==> config.mk <==
export PLATFORM = sky130hd
export DESIGN_NAME = recent_item_mru_list_unit
export DESIGN_NICKNAME = d
export VERILOG_FILES = /design/src/sv/rimru_pkg.sv /design/src/sv/rimru_ram.sv /design/src/sv/recent_item_mru_list_unit.sv
export SDC_FILE = /design/constraint.sdc
export NUM_CORES = 1
export LEC_CHECK = 0
export ABC_CLOCK_PERIOD_IN_PS = 3020
export BUFFER_PORTS_ARGS = -buffer_cell sky130_fd_sc_hd__buf_2
export CAP_MARGIN = 30
export CORE_UTILIZATION = 55
export DETAILED_ROUTE_END_ITERATION = 6
export PLACE_DENSITY_LB_ADDON = 0.2
export SETUP_SLACK_MARGIN = 0.05
export SLEW_MARGIN = 15
export SYNTH_ARGS = -nofsm -noshare
export SYNTH_HDL_FRONTEND = slang
export SYNTH_SLANG_ARGS = --single-unit
==> constraint.sdc <==
create_clock -name clk -period 3.02 [get_ports clk]
set_clock_uncertainty 0.05 [all_clocks]
set_input_delay 0.151 -clock clk [delete_from_list [all_inputs] [get_ports clk]]
set_output_delay 0.151 -clock clk [all_outputs]
set_load 0.05 [all_outputs]
==> src/sv/rimru_pkg.sv <==
// package for the recent item mru list: list geometry, field layout of the
// stream words and the sequencer state encoding; no dependencies
package rimru_pkg;

  localparam int LIST_DEPTH = 10;
  localparam int ID_W       = 10;

  // list position and fill count widths
  localparam int ADDR_W = (LIST_DEPTH > 1) ? $clog2(LIST_DEPTH) : 1;
  localparam int CNT_W  = $clog2(LIST_DEPTH + 1);

  // fixed field widths of the stream words
  localparam int ITEM_ID_W   = 10;
  localparam int READ_IDX_W  = 4;
  localparam int VALUE_W     = 10;
  localparam int ENT_CNT_W   = 4;

  localparam int IN_DATA_W  = 16;
  localparam int OUT_DATA_W = 16;

  // compare width for read index against count
  localparam int CMP_W = (CNT_W > READ_IDX_W) ? CNT_W : READ_IDX_W;

  localparam logic OP_TOUCH = 1'b0;
  localparam logic OP_READ  = 1'b1;

  typedef enum logic [8:0] {
    ST_IDLE      = 9'b000000001,
    ST_SCAN_RD   = 9'b000000010,
    ST_SCAN_CMP  = 9'b000000100,
    ST_SHIFT_RD  = 9'b000001000,
    ST_SHIFT_WR  = 9'b000010000,
    ST_FRONT     = 9'b000100000,
    ST_READ_RD   = 9'b001000000,
    ST_READ_WAIT = 9'b010000000,
    ST_DONE      = 9'b100000000
  } state_t;

endpackage

==> src/sv/rimru_ram.sv <==
// generic single-write, single-read ram with registered read data
// standalone, no package dependency
module rimru_ram #(
  parameter int WIDTH = 8,
  parameter int DEPTH = 16
) (
  input  logic                                          clk,
  input  logic                                          we,
  input  logic [((DEPTH > 1) ? $clog2(DEPTH) : 1)-1:0]  waddr,
  input  logic [WIDTH-1:0]                              wdata,
  input  logic [((DEPTH > 1) ? $clog2(DEPTH) : 1)-1:0]  raddr,
  output logic [WIDTH-1:0]                              rdata
);

  logic [WIDTH-1:0] mem [DEPTH];

  always_ff @(posedge clk) begin
    if (we) begin
      mem[waddr] <= wdata;
    end
    rdata <= mem[raddr];
  end

endmodule

==> src/sv/recent_item_mru_list_unit.sv <==
// top level of the recent item mru list: move-to-front list of identifiers
// depends on rimru_pkg and rimru_ram
//
// usage:
//   input stream in_*: in_tuser selects the operation (0 touch, 1 read),
//   in_tdata carries item_id and read_index. one transfer in gives exactly
//   one transfer out on out_*, carrying read_value, entry_valid, hit and
//   the entry count after the item.
//   the list lives in a small ram with one write and one registered read
//   port; a sequencer walks it with a single comparator, reading then
//   comparing each entry on the search and reading then writing each entry
//   moved down on the shift. a read at or past the count skips the ram.
//   a touch hitting at position k searches k+1 entries and moves k down;
//   a touch missing with count c searches c and moves min(c, depth-1)
//   (a touch on an empty list skips search and shift).
//   in_tready is high only while the sequencer is idle; one item is in
//   work at a time, and a new item may be taken while the previous result
//   still sits in the output register.
//   if the receiver stalls, the finished result waits in the sequencer
//   until the output register frees up.
//   reset empties the list (count zero) and drops any pending result; the
//   ram contents need no clearing since only entries below count are used.
module recent_item_mru_list_unit (
  input  logic                              clk,
  input  logic                              rst_n,
  input  logic                              in_tvalid,
  output logic                              in_tready,
  input  logic [rimru_pkg::IN_DATA_W-1:0]   in_tdata,   // item_id[9:0], read_index[13:10]
  input  logic                              in_tuser,   // operation[0]
  output logic                              out_tvalid,
  input  logic                              out_tready,
  output logic [rimru_pkg::OUT_DATA_W-1:0]  out_tdata   // read_value[9:0], entry_valid[10],
                                                        // hit[11], entry_count[15:12]
);

  localparam int AW = rimru_pkg::ADDR_W;
  localparam int CW = rimru_pkg::CNT_W;
  localparam int IW = rimru_pkg::ID_W;

  rimru_pkg::state_t state_r, state_nxt;

  logic [CW-1:0]                     count_r, count_nxt;
  logic [AW-1:0]                     ptr_r, ptr_nxt;
  logic [AW-1:0]                     top_r, top_nxt;
  logic [IW-1:0]                     id_r, id_nxt;
  logic [rimru_pkg::READ_IDX_W-1:0]  idx_r, idx_nxt;
  logic                              hit_r, hit_nxt;
  logic                              res_valid_r, res_valid_nxt;
  logic [rimru_pkg::VALUE_W-1:0]     res_value_r, res_value_nxt;
  logic                              out_tvalid_r, out_tvalid_nxt;
  logic [rimru_pkg::OUT_DATA_W-1:0]  out_tdata_r, out_tdata_nxt;

  logic          ram_we;
  logic [AW-1:0] ram_waddr;
  logic [IW-1:0] ram_wdata;
  logic [AW-1:0] ram_raddr;
  logic [IW-1:0] ram_rdata;

  logic in_xfer;

  rimru_ram #(
    .WIDTH (IW),
    .DEPTH (rimru_pkg::LIST_DEPTH)
  ) u_list_ram (
    .clk   (clk),
    .we    (ram_we),
    .waddr (ram_waddr),
    .wdata (ram_wdata),
    .raddr (ram_raddr),
    .rdata (ram_rdata)
  );

  assign in_tready  = (state_r == rimru_pkg::ST_IDLE);
  assign in_xfer    = in_tvalid && in_tready;
  assign out_tvalid = out_tvalid_r;
  assign out_tdata  = out_tdata_r;

  always_comb begin
    state_nxt      = state_r;
    count_nxt      = count_r;
    ptr_nxt        = ptr_r;
    top_nxt        = top_r;
    id_nxt         = id_r;
    idx_nxt        = idx_r;
    hit_nxt        = hit_r;
    res_valid_nxt  = res_valid_r;
    res_value_nxt  = res_value_r;
    out_tvalid_nxt = out_tvalid_r && !out_tready;
    out_tdata_nxt  = out_tdata_r;
    ram_we         = 1'b0;
    ram_waddr      = '0;
    ram_wdata      = id_r;
    ram_raddr      = '0;

    case (state_r)
      rimru_pkg::ST_IDLE: begin
        if (in_xfer) begin
          id_nxt        = IW'(in_tdata[rimru_pkg::ITEM_ID_W-1:0]);
          idx_nxt       = in_tdata[rimru_pkg::ITEM_ID_W +: rimru_pkg::READ_IDX_W];
          hit_nxt       = 1'b0;
          res_valid_nxt = 1'b0;
          res_value_nxt = '0;
          ptr_nxt       = '0;
          top_nxt       = '0;
          if (in_tuser == rimru_pkg::OP_READ) begin
            state_nxt = rimru_pkg::ST_READ_RD;
          end else if (count_r == '0) begin
            state_nxt = rimru_pkg::ST_FRONT;
          end else begin
            state_nxt = rimru_pkg::ST_SCAN_RD;
          end
        end
      end
      rimru_pkg::ST_SCAN_RD: begin
        ram_raddr = ptr_r;
        state_nxt = rimru_pkg::ST_SCAN_CMP;
      end
      rimru_pkg::ST_SCAN_CMP: begin
        if (ram_rdata == id_r) begin
          hit_nxt   = 1'b1;
          top_nxt   = ptr_r;
          state_nxt = rimru_pkg::ST_SHIFT_RD;
        end else if ((CW'(ptr_r) + CW'(1)) == count_r) begin
          // miss: on a full list the last entry falls off
          if (count_r < CW'(rimru_pkg::LIST_DEPTH)) begin
            top_nxt = AW'(count_r);
          end else begin
            top_nxt = AW'(rimru_pkg::LIST_DEPTH - 1);
          end
          state_nxt = rimru_pkg::ST_SHIFT_RD;
        end else begin
          ptr_nxt   = ptr_r + AW'(1);
          state_nxt = rimru_pkg::ST_SCAN_RD;
        end
      end
      rimru_pkg::ST_SHIFT_RD: begin
        if (top_r == '0) begin
          state_nxt = rimru_pkg::ST_FRONT;
        end else begin
          ram_raddr = top_r - AW'(1);
          state_nxt = rimru_pkg::ST_SHIFT_WR;
        end
      end
      rimru_pkg::ST_SHIFT_WR: begin
        ram_we    = 1'b1;
        ram_waddr = top_r;
        ram_wdata = ram_rdata;
        top_nxt   = top_r - AW'(1);
        state_nxt = rimru_pkg::ST_SHIFT_RD;
      end
      rimru_pkg::ST_FRONT: begin
        ram_we    = 1'b1;
        ram_waddr = '0;
        ram_wdata = id_r;
        if (!hit_r && (count_r < CW'(rimru_pkg::LIST_DEPTH))) begin
          count_nxt = count_r + CW'(1);
        end
        state_nxt = rimru_pkg::ST_DONE;
      end
      rimru_pkg::ST_READ_RD: begin
        if (rimru_pkg::CMP_W'(idx_r) < rimru_pkg::CMP_W'(count_r)) begin
          ram_raddr = AW'(idx_r);
          state_nxt = rimru_pkg::ST_READ_WAIT;
        end else begin
          state_nxt = rimru_pkg::ST_DONE;
        end
      end
      rimru_pkg::ST_READ_WAIT: begin
        res_valid_nxt = 1'b1;
        res_value_nxt = rimru_pkg::VALUE_W'(ram_rdata);
        state_nxt     = rimru_pkg::ST_DONE;
      end
      rimru_pkg::ST_DONE: begin
        // hand the result over once the output register is free
        if (!out_tvalid_r || out_tready) begin
          out_tvalid_nxt = 1'b1;
          out_tdata_nxt  = {rimru_pkg::ENT_CNT_W'(count_r), hit_r, res_valid_r, res_value_r};
          state_nxt      = rimru_pkg::ST_IDLE;
        end
      end
      default: begin
        state_nxt = rimru_pkg::ST_IDLE;
      end
    endcase
  end

  always_ff @(posedge clk) begin
    if (!rst_n) begin
      state_r      <= rimru_pkg::ST_IDLE;
      count_r      <= '0;
      out_tvalid_r <= 1'b0;
    end else begin
      state_r      <= state_nxt;
      count_r      <= count_nxt;
      out_tvalid_r <= out_tvalid_nxt;
    end
  end

  always_ff @(posedge clk) begin
    ptr_r       <= ptr_nxt;
    top_r       <= top_nxt;
    id_r        <= id_nxt;
    idx_r       <= idx_nxt;
    hit_r       <= hit_nxt;
    res_valid_r <= res_valid_nxt;
    res_value_r <= res_value_nxt;
    out_tdata_r <= out_tdata_nxt;
  end

endmodule

# Word level (Yosys, flattened, before mapping)
# Memory sizes are Yosys's and may differ from the RTL's. A register that Yosys moved wholly into a read port is not among the register bits.
# Cells that the tools add are included.
dict set report totals {
  regBits 64
  ramBits 100
  memories 1
  word_cells 89
  output_inout_bits 18
}
# name depth word_bits read_ports rd_ports_with_merged_regs wr line
set mem_list {}
lappend mem_list {u_list_ram.mem 10 10 1 1 1 rimru_ram.sv:15} ;# logic [WIDTH-1:0] mem [DEPTH];
dict set report op_classes {
  n_lt_le_gt_ge 2
  mux 33
  n_eq_ne 17
  reduce_logical 22
  addsub 3
}
# op n
set op_table {}
lappend op_table {{case mux 9 bit (8 select lines)} 1}
lappend op_table {{2-to-1 mux 4 bit} 11}
lappend op_table {{2-to-1 mux 9 bit} 3}
lappend op_table {{case mux 4 bit (3 select lines)} 2}
lappend op_table {{2-to-1 mux 10 bit} 2}
lappend op_table {{case mux 10 bit (2 select lines)} 1}
lappend op_table {{2-to-1 mux 6 bit} 2}
lappend op_table {{== test 10 bit} 1}
lappend op_table {{AND reduction 2 bit} 5}
lappend op_table {{== test 9 x 1 -> 1 bit (second input constant)} 1}
lappend op_table {{== test 9 x 2 -> 1 bit (second input constant)} 1}
lappend op_table {{== test 9 x 3 -> 1 bit (second input constant)} 1}
lappend op_table {{== test 9 x 4 -> 1 bit (second input constant)} 1}
lappend op_table {{== test 9 x 5 -> 1 bit (second input constant)} 1}
lappend op_table {{== test 9 x 6 -> 1 bit (second input constant)} 1}
lappend op_table {{== test 9 x 7 -> 1 bit (second input constant)} 1}
lappend op_table {{== test 9 x 8 -> 1 bit (second input constant)} 1}
lappend op_table {{== test 9 bit (second input constant)} 1}
lappend op_table {{adder 4 x 1 -> 4 bit (second input constant)} 2}
lappend op_table {{zero test 4 bit} 2}
lappend op_table {{inequality test 2 bit (second input constant)} 4}
lappend op_table {{case mux 4 bit (2 select lines)} 1}
lappend op_table {{2-to-1 mux 1 bit} 7}
lappend op_table {{2-to-1 mux 7 bit} 1}
lappend op_table {{other kinds (15)} 23}

# Longest topological paths before layout
# Gate-level depths: netlist (run 1).
dict set report logic_depth {
  ltp_word 5
  depth_mapped 12
  ltp_nobuf 9
}

# By module
# A second synthesis (run 1) with hierarchy kept.
dict set report unflattened {
  cells_unflattened 499
  area_unflattened_um2 7359.6
}
# module instances area_per_inst_um2 cells_per_inst
set modules_own_cells {}
lappend modules_own_cells {rimru_ram 1 4247.8 230}
lappend modules_own_cells {recent_item_mru_list_unit 1 3111.7 269}

# Worst setup path after synthesis (run 1)
# Ideal clock, no wire load.
dict set report synth_timing {
  path_type {flip-flop to flip-flop}
  startpoint {reg state_r[1]}
  endpoint {mem u_list_ram.mem[4][0] (netlist name), enable pin}
  setup_slack_ns 0.163
  arrival_ns 2.417
  path_buffers 1
  synth_period_minus_slack_ns 2.857
  stages_incl_launch_ff 8
  cell_sequence {dfxtp_1 nor3_1 and2_1 nor3b_1 nand3b_1 buf_2 or3b_1 nor3_1}
}
dict set report synth_via {
  elab_chain_len 5
  elab_cells_between_ends 7
  classes_between {eq/ne: 2; mux: 4; reduce/logical: 1}
}
# element line
set synth_lines {}
lappend synth_lines {{start, declared} recent_item_mru_list_unit.sv:40} ;# rimru_pkg::state_t state_r, state_nxt;
lappend synth_lines {{start signal, assigned} recent_item_mru_list_unit.sv:189} ;# state_r <= rimru_pkg::ST_IDLE;
lappend synth_lines {{start signal, assigned} recent_item_mru_list_unit.sv:193} ;# state_r <= state_nxt;
lappend synth_lines {{== test 9 x 6 -> 1 bit or == test 9 x 5 -> 1 bit (tied branches)} recent_item_mru_list_unit.sv:95} ;# case (state_r)
lappend synth_lines {{OR reduction 2 bit (no line)} n/a}
lappend synth_lines {{2-to-1 mux 1 bit} recent_item_mru_list_unit.sv:95}
lappend synth_lines {{2-to-1 mux 1 bit} rimru_ram.sv:18} ;# if (we) begin
lappend synth_lines {{2-to-1 mux 1 bit (not written as such)} rimru_ram.sv:19} ;# mem[waddr] <= wdata;
lappend synth_lines {{end, declared} rimru_ram.sv:15}
# Several ways; a longest one is shown, not always the timed one.

# Final worst setup path (run 1)
dict set report layout_timing {
  startpoint {reg count_r[1]}
  endpoint {reg u_list_ram.rdata[2], read port of u_list_ram.mem}
}
dict set report layout_via {
  elab_chain_len 3
}
# element line
set layout_lines {}
lappend layout_lines {{start, declared} recent_item_mru_list_unit.sv:42} ;# logic [CW-1:0] count_r, count_nxt;
lappend layout_lines {{start signal, assigned} recent_item_mru_list_unit.sv:194} ;# count_r <= count_nxt;
lappend layout_lines {{less-than comparator 4 bit} recent_item_mru_list_unit.sv:161} ;# if (rimru_pkg::CMP_W'(idx_r) < rimru_pkg::CMP_W'(count_r)) begin
lappend layout_lines {{2-to-1 mux 4 bit} recent_item_mru_list_unit.sv:161}
lappend layout_lines {{case mux 4 bit (3 select lines)} recent_item_mru_list_unit.sv:95}
lappend layout_lines {{end, declared} rimru_ram.sv:12} ;# output logic [WIDTH-1:0] rdata
# No other way between the ends.
# A chain may end at the register's enable or synchronous reset.

==> flow_summary.json, run 1 <==
{
  "status": "finished, final reports clean",
  "core_sq_um": 12800,
  "synth_warnings": 0,
  "nets": 595,
  "drt-pass1-iter-count": 5,
  "power_density_nw_per_um2": 607,
  "end_kind": "flop",
  "synth_edf_count": 150,
  "seq_area_sq_um": 4980,
  "root_buffer": "clkbuf_16",
  "ioPinCount": 39,
  "setup.worst_path.start": "count_r[1]$_SDFFE_PN0P_",
  "yosysSeqAreaShare_pct": 67.6,
  "cap_viol_max_count": 0,
  "multiInputGateArea_sq_um": 2230,
  "startpoint_type": "flop",
  "placementRows": 41,
  "gp_congestion": 0.843,
  "cp_slowest_cell": "dfxtp_1",
  "grt_pass1_wl_microns": 22300,
  "tns_ns": 0,
  "vias_per_cell": 5.62,
  "hp-class": "in2reg",
  "fill_cells": 899,
  "reg2reg_to": "u_list_ram.rdata[2]$_DFF_P_",
  "stdcell_area_sq_um": 8610,
  "clk_pin_slew_ns": 0.07,
  "antenna_found_initial": 0,
  "cp_data_required_time_ns": 3.31,
  "cts_buffer_depth": 2,
  "setup_viol": 0,
  "wl_per_cell_microns": 18.7,
  "cp_max_fo": 30,
  "place_area_sq_um": 7880,
  "finalHoldViolCount": 0,
  "worstPathArrival_ns": 3.02,
  "r2r_cells": 10,
  "drc": 0,
  "area_growth_pct": 16.8,
  "diodes": 0,
  "reg2reg_slack_ns": 0.29,
  "dr.first_iter.drc_count": 339,
  "slew_headroom_pct": 59.5,
  "grt_usage_pct": 21.6,
  "grt_max_degree": 31,
  "rsz0062_at_grt": "no",
  "ys_types": 51,
  "crit_cells": 10,
  "die_h_microns": 118,
  "clock-sinks": 174,
  "path_delay_family": "compound AO/OA/AOI/OAI gates",
  "drt-total-wl_microns": 14000,
  "vdd_drop_max_uv": 395,
  "worstMarginPinSlew_ns": 0.606,
  "layout_common_cells": "edfxtp_1 (150), mux2i_1 (44), buf_2 (36)",
  "vias": 4224,
  "ys_ff_latch": 174,
  "first_global_vias": 4257,
  "final_common_cell": "edfxtp_1",
  "overflow": 0,
  "synth-async-reset-ratio_pct": 0,
  "antenna_left": 0,
  "start_util_pct": 57.5,
  "fmax_mhz": 366,
  "cts_resized": 0,
  "synth.avg_cell_area_sq_um": 15.0,
  "fin_crit_sh_pct": 90.5,
  "syn_inst": 491,
  "cts_hold_buf": 16,
  "slew_violations": 0,
  "ctsHtreeMaxLevel": 4,
  "synth_ff_type": "edfxtp_1",
  "clock_latency_ns": 0.43,
  "cts_tree": "yes",
  "min_period_ns": 2.73,
  "drive_above_1_share_pct": 22.6,
  "r2r-start": "count_r[1]$_SDFFE_PN0P_",
  "numPortBuffers": 36,
  "dieArea_sq_um": 13900,
  "crit_chain": "inv_1 > ha_1 > nand3_1 > o22ai_1 > nor4_4 > a21oi_4 > buf_12 > mux2i_1 > a21oi_1 > a31oi_1",
  "hpwl_microns": 9150,
  "crit_end": "u_list_ram.rdata[2]$_DFF_P_",
  "max_stage_delay_ns": 0.48,
  "numCtsBuffers": 17,
  "path_buf_inv": 2,
  "die_x_microns": 118,
  "timing.hold.ws_ns": 0.0257,
  "crit_type": "reg2reg",
  "cts_setup_buffers": 0,
  "p_leak_uw": 0.00314,
  "syn-cell-area_sq_um": 7370,
  "syn_nets": 520
}
[worst min path at each step]
stage | start | end | slack (ns) | cells past startpoint
4_1_cts | rst_n | state_r[8]$_SDFFE_PN0P_ | 0.006 | 2
3_5_place_dp | in_tdata[1] | id_r[1]$_DFFE_PP_ | 0.28 | 1
2_1_floorplan | in_tdata[0] | id_r[0]$_DFFE_PP_ | 0.20 | 0
3_3_place_gp | in_tdata[4] | id_r[4]$_DFFE_PP_ | 0.28 | 1
6_report | rst_n | state_r[8]$_SDFFE_PN0P_ | 0.03 | 2
5_1_grt | rst_n | state_r[8]$_SDFFE_PN0P_ | 0.01 | 2
[worst register-to-register path, cell delays in order (launching register included)]
cell and delay (ns):
dfxtp_1 0.48, inv_1 0.15, ha_1 0.30, nand3_1 0.07, o22ai_1 0.45, nor4_4 0.15, a21oi_4 0.20, buf_12 0.23
mux2i_1 0.25, a21oi_1 0.09, a31oi_1 0.22
[metrics by stage]
stage	std cells	power (uW)	worst slack, ns	utilization, %
floorplan	491	3070	0.163	-
global placement	703	3160	0.379	61.4
detailed placement	703	3180	0.347	61.4
CTS	751	5250	0.312	67.1
global route	751	5380	0.127	67.1
finish	751	5220	0.288	67.1
[registers in the layout (all words and copies together) (netlist names)]
name / flops
res_valid_r: 1
state_r: 9
out_tdata: 16
u_list_ram.mem: 100
top_r: 4
id_r: 10
idx_r: 4
count_r: 4
u_list_ram.rdata: 10
res_value_r: 10
hit_r: 1
ptr_r: 4
out_tvalid: 1
[synthesized netlist by cell type (11+ instances only)]
| cell type | instances | area [sq um] |
|---|---|---|
| nor2_1 | 21 | 78.8 |
| a21oi_1 | 17 | 85.1 |
| inv_1 | 13 | 48.8 |
| mux2i_1 | 44 | 440 |
| and2_1 | 15 | 93.8 |
| a31oi_1 | 12 | 75.1 |
| nand2_1 | 29 | 109 |
| xor2_1 | 12 | 105 |
| edfxtp_1 | 150 | 4500 |
| dfxtp_1 | 24 | 480 |
| a21o_1 | 11 | 82.6 |
[report_power, final]
group	internal [uW]	total, uW	switching [uW]	leakage, uW
registers	2720	2780	53.9	0.00157
clock network	1190	2080	890	0.000272
logic	127	367	240	0.00130
total	4040	5220	1180	0.00314
[layout make-up]
class / instances / area share, %
clock buffers: 21 / 5.35
clock inverters: 11 / 1.28
inverters: 13 / 0.567
multi-input cells: 283 / 25.8
flip-flops and latches: 174 / 57.9
well taps: 172 / 2.50
repair buffers: 77 / 6.57
[logic make-up (layout without fill, tap and decap cells)]
kind of cell	after synthesis	in the layout	synth area share, %
flip-flops	174	174	67.6
AND/OR/NAND/NOR	113	113	8.57
AO/OA/AOI/OAI	78	78	8.15
multiplexers	64	64	9.54
buffers and inverters	34	122	2.41
XOR/XNOR	20	20	2.38
adder cells (fa/ha/maj)	8	8	1.36
[metal layers]
layer	up-vias	global-route usage [%]	routed length, microns
met1	2099	26.8	6160
met2	101	36.0	7120
met4	0	9.21	246
li1	2007	-	-
met3	17	5.09	513
met5	-	0	0
(Power assumes the default switching activity.)
==> inputs of run 2 (changes only) <==
ABC_AREA = 1   (was unset)
==> flow_summary.json, run 2 <==
{
  "worstMarginPinSlew_ns": 0.949,
  "grt_pass1_wl_microns": 26900,
  "dr.first_iter.drc_count": 688,
  "syn-cell-area_sq_um": 7810,
  "setup_viol": 0,
  "clock-sinks": 174,
  "cpMostUsedCell": "nand2_1",
  "syn_nets": 786,
  "gp_congestion": 0.902,
  "cts_tree": "yes",
  "synth_commonest_cells": "edfxtp_1 (150), nand2_1 (145), inv_1 (128)",
  "max_stage_delay_ns": 0.70,
  "cap_viol_max_count": 0,
  "ys_ff_latch": 174,
  "area_growth_pct": 15.2,
  "synth_fa_ha_area_share_pct": 1.28,
  "yosys.area_share.xor_xnor_pct": 1.35,
  "fin_crit_sh_pct": 91.8,
  "vias_per_cell": 5.38,
  "synth_ff_type": "edfxtp_1",
  "synth-compound-area-share_pct": 2.58,
  "synth_top_family_by_area": "simple AND/OR/NAND/NOR gates",
  "synth.avg_cell_area_sq_um": 10.3,
  "drc": 0,
  "cts_resized": 0,
  "yosysSeqAreaShare_pct": 63.8,
  "antenna_found_initial": 0,
  "worstPathArrival_ns": 3.09,
  "startpoint_type": "flop",
  "synth_area_leaders": "edfxtp_1 (58%), nand3_1 (7.8%), nand2_1 (7.0%)",
  "first_global_vias": 5196,
  "layout_common_cells": "edfxtp_1 (150), nand2_1 (145), inv_1 (128)",
  "numPortBuffers": 36,
  "cp_data_required_time_ns": 3.34,
  "status": "finished, final reports clean",
  "root_buffer": "clkbuf_16",
  "p_leak_uw": 0.00380,
  "largest_register_ffs": 100,
  "numCtsBuffers": 17,
  "dieArea_sq_um": 14700,
  "rsz0062_at_grt": "no",
  "overflow": 0,
  "finalHoldViolCount": 0,
  "synth_warnings": 0,
  "clock_latency_ns": 0.43,
  "diodes": 0,
  "fmax_mhz": 361,
  "final_common_cell": "edfxtp_1",
  "synth_simple_gate_area_share_pct": 22.1,
  "fill_cells": 1032,
  "cp_slowest_cell": "nor2_2",
  "ys_types": 40,
  "power_density_nw_per_um2": 723,
  "top_register": "u_list_ram.mem",
  "nets": 865,
  "synth_edf_count": 150,
  "syn_inst": 757,
  "grt_usage_pct": 25.1,
  "tns_ns": 0,
  "vias": 5528,
  "slew_headroom_pct": 36.7,
  "synth_top_area_cell": "edfxtp_1",
  "ioPinCount": 39,
  "cts_buffer_depth": 2,
  "drive_above_1_share_pct": 14.4,
  "end_kind": "flop",
  "yosysMostFrequentCell": "edfxtp_1",
  "placementRows": 43,
  "synth.area.mux_share_pct": 0,
  "vdd_drop_max_uv": 539,
  "clk_pin_slew_ns": 0.06,
  "grt_max_degree": 52,
  "core_sq_um": 13900,
  "hpwl_microns": 11400,
  "die_x_microns": 121,
  "crit_type": "reg2reg",
  "drt-pass1-iter-count": 6,
  "hp-class": "reg2reg",
  "start_util_pct": 56.3,
  "cts_setup_buffers": 0,
  "min_period_ns": 2.77,
  "wl_per_cell_microns": 16.8,
  "crit_chain": "inv_1 > ha_1 > nand2_1 > nand2_1 > nand2_1 > nand2_1 > nor2_2 > nand2_2 > inv_2 > nor2_2 > nand3_1 > nand3_1 > nand3_1 > nand2_1",
  "slew_violations": 0,
  "drt-total-wl_microns": 17300,
  "die_h_microns": 121,
  "cp_max_fo": 20,
  "yosysTopAreaCellShare_pct": 57.7,
  "synth-async-reset-ratio_pct": 0,
  "fin_util_pct": 64.8,
  "antenna_left": 0,
  "ctsHtreeMaxLevel": 4
}
## run 2: changes by cell type in the layout (fill, tap and decap cells not counted), sizes merged, moves of 20 or more
cell / before / now
nor2: 21 / 60
inv: 16 / 136
nand3: 5 / 124
nand2: 30 / 149
mux2i: 44 / 0
mux2: 20 / 0
## run 2: power breakdown
group          internal, uW  switching (uW)
registers              3010             178
clock network          1290             858
logic                   352             817
total                  4650            1850
## run 2: per-layer routing
layer,wire (microns),vias to the layer above,GRT usage [%]
li1,-,2672,-
met1,7230,2628,31.1
met2,8760,196,42.3
met3,944,32,5.92
met4,359,0,10.3
met5,0,-,0
## run 2: logic make-up after synthesis
| family | count (synthesis) |
|---|---|
| AND/OR/NAND/NOR | 368 |
| flip-flops | 174 |
| buffers and inverters | 159 |
| AO/OA/AOI/OAI | 36 |
| XOR/XNOR | 12 |
| adder cells (fa/ha/maj) | 8 |
## run 2: cell type report
| class | count | area, sq um | area share (%) |
|---|---|---|---|
| inverters | 136 | 510 | 5.68 |
| flip-flops and latches | 174 | 4980 | 55.4 |
| well taps | 180 | 225 | 2.50 |
| repair buffers | 83 | 563 | 6.26 |
| clock inverters | 11 | 141 | 1.57 |
| multi-input cells | 424 | 2130 | 23.7 |
| clock buffers | 20 | 437 | 4.86 |
## run 2: per-stage QoR
| stage | hold slack, ns | instances | instance area (sq um) | power (uW) | worst slack [ns] |
|---|---|---|---|---|---|
| floorplan | 0.170 | 757 | 7810 | 3980 | 0.874 |
| global placement | 0.280 | 971 | 8190 | 4280 | 0.433 |
| detailed placement | 0.280 | 977 | 8220 | 4350 | 0.323 |
| CTS | 0.369 | 1027 | 8990 | 6500 | 0.304 |
| global route | 0.373 | 1028 | 8990 | 6770 | 0.0813 |
| finish | 0.368 | 1028 | 8990 | 6500 | 0.248 |
## run 2: path summary, 6_finish.rpt
kind / end / cells after the start / slack, ns / start
worst max-delay path: u_list_ram.rdata[6]$_DFF_P_ / 14 / 0.25 / count_r[1]$_SDFFE_PN0P_
worst min register to register: out_tdata[6]$_DFFE_PP_ / 0 / 0.37 / res_value_r[6]$_SDFFCE_PN0P_
worst min-delay path: out_tdata[6]$_DFFE_PP_ / 0 / 0.37 / res_value_r[6]$_SDFFCE_PN0P_
worst max register to register: u_list_ram.rdata[6]$_DFF_P_ / 14 / 0.25 / count_r[1]$_SDFFE_PN0P_
## run 2: timing repair
action                                  CTS  global route
endpoints found under the hold margin    22             0
hold buffers                             19             0
endpoints found under the setup margin    0             0
## run 2: worst max-delay path, delay by kind of cell, from the launching register on
family / cells / cell delay (ns)
buffers and inverters: 2 / 0.20
and+or+nand+nor: 11 / 1.70
adders and majority gates: 1 / 0.31
DFF: 1 / 0.45
==> inputs of run 3 (changes only) <==
CORE_ASPECT_RATIO = 0.8   (was unset)
HOLD_SLACK_MARGIN = 0.06   (was unset)
==> flow_summary.json, run 3 (synthesis gave the netlist of run 2 again) <==
{
  "ctsHtreeMaxLevel": 4,
  "die_x_microns": 135,
  "vias_per_cell": 5.42,
  "clock_latency_ns": 0.43,
  "path_buf_inv": 2,
  "max_stage_delay_ns": 0.66,
  "nets": 863,
  "wl_per_cell_microns": 16.2,
  "fin_util_pct": 66.2,
  "min_period_ns": 2.70,
  "gp_congestion": 0.882,
  "clk_pin_slew_ns": 0.07,
  "slew_headroom_pct": 40.6,
  "start_util_pct": 57.0,
  "hp-class": "reg2reg",
  "cts_tree": "yes",
  "crit_chain": "inv_1 > ha_1 > nand2_1 > nand2_1 > nand2_1 > nand2_1 > nor2_2 > nand2_2 > inv_2 > nor2_2 > nand3_1 > nand3_1 > nand3_1 > nand2_1",
  "power_density_nw_per_um2": 744,
  "worstPathArrival_ns": 3.02,
  "grt_usage_pct": 24.0,
  "layout_common_cells": "edfxtp_1 (150), nand2_1 (145), inv_1 (128)",
  "antenna_found_initial": 0,
  "crit_type": "reg2reg",
  "path_delay_family": "simple AND/OR/NAND/NOR gates",
  "numPortBuffers": 36,
  "ioPinCount": 39,
  "crit_cells": 14,
  "p_leak_uw": 0.00384,
  "vias": 5566,
  "slew_violations": 0,
  "r2r_cells": 14,
  "reg2reg_slack_ns": 0.32,
  "diodes": 0,
  "area_growth_pct": 16.0,
  "core_sq_um": 13700,
  "antenna_left": 0,
  "fill_cells": 1030,
  "fmax_mhz": 370,
  "vdd_drop_max_uv": 602,
  "numCtsBuffers": 17,
  "overflow": 0,
  "cpMostUsedCell": "nand2_1",
  "drc": 0,
  "root_buffer": "clkbuf_16",
  "drive_above_1_share_pct": 14.8,
  "drt-pass1-iter-count": 5,
  "first_global_vias": 5369,
  "cp_slowest_cell": "nor2_2",
  "setup_viol": 0,
  "largest_register_ffs": 100,
  "dieArea_sq_um": 14700,
  "rsz0062_at_grt": "no",
  "clock-sinks": 174,
  "top_register": "u_list_ram.mem",
  "reg2reg_to": "u_list_ram.rdata[3]$_DFF_P_",
  "cts_resized": 0,
  "placementRows": 38,
  "die_h_microns": 109,
  "cp_data_required_time_ns": 3.34,
  "worstMarginPinSlew_ns": 0.891,
  "cp_max_fo": 20,
  "grt_max_degree": 52,
  "dr.first_iter.drc_count": 503,
  "finalHoldViolCount": 0,
  "tns_ns": 0,
  "startpoint_type": "flop",
  "hold_path_depth": 0,
  "drt-total-wl_microns": 16600,
  "cap_viol_max_count": 0,
  "setup.worst_path.start": "count_r[1]$_SDFFE_PN0P_",
  "timing.hold.ws_ns": 0.373,
  "status": "finished, final reports clean",
  "crit_end": "u_list_ram.rdata[3]$_DFF_P_",
  "r2r-start": "count_r[1]$_SDFFE_PN0P_",
  "fin_crit_sh_pct": 89.4,
  "cts_buffer_depth": 2,
  "final_common_cell": "edfxtp_1",
  "end_kind": "flop",
  "hpwl_microns": 11200,
  "grt_pass1_wl_microns": 26200,
  "fin_total_pwr_uw": 6740
}
-- run 3: area by class of cell --
type	count	area, sq um	area share, %
sequential	174	4980	55.0
multi-input combinational	424	2130	23.5
timing repair buffer	81	551	6.08
inverter	136	510	5.64
clock buffer	19	453	5.00
tap	180	225	2.49
clock inverter	13	203	2.24
-- run 3: worst min-delay path by stage --
stage / start / to / slack [ns]
6_report: res_value_r[6]$_SDFFCE_PN0P_ / out_tdata[6]$_DFFE_PP_ / 0.37
5_1_grt: in_tdata[4] / id_r[4]$_DFFE_PP_ / 0.37
4_1_cts: in_tdata[9] / id_r[9]$_DFFE_PP_ / 0.37
3_5_place_dp: in_tdata[7] / id_r[7]$_DFFE_PP_ / 0.28
3_3_place_gp: in_tdata[12] / idx_r[2]$_DFFE_PP_ / 0.28
2_1_floorplan: rst_n / state_r[0]$_SDFFE_PN1P_ / 0.17
-- run 3: timing repair --
item | CTS | global route
endpoints found under the hold margin | 23 | 0
hold buffers | 19 | 0
setup buffers | 0 | 0
-- run 3: routing by layer --
| layer | track usage [%] | part of all wire [%] | up-vias |
|---|---|---|---|
| met5 | 0 | 0 | - |
| met4 | 8.75 | 1.5 | 0 |
| met3 | 4.69 | 6.6 | 29 |
| met2 | 39.7 | 48 | 225 |
| met1 | 31.6 | 44 | 2654 |
| li1 | - | - | 2658 |
-- run 3: power breakdown --
group	leakage, uW	internal (uW)	switching (uW)
clock	0.000318	1450	945
combinational	0.00194	353	812
sequential	0.00158	3010	174
total	0.00384	4810	1930
-- run 3: metrics by stage --
step           worst slack [ns]  cell area (sq um)  std cells
6_report                  0.320               9060       1027
3_5_place_dp              0.366               8200        974
2_1_floorplan             0.874               7810        757
4_1_cts                   0.341               9050       1025
5_1_grt                   0.102               9060       1027
3_3_place_gp              0.411               8180        970
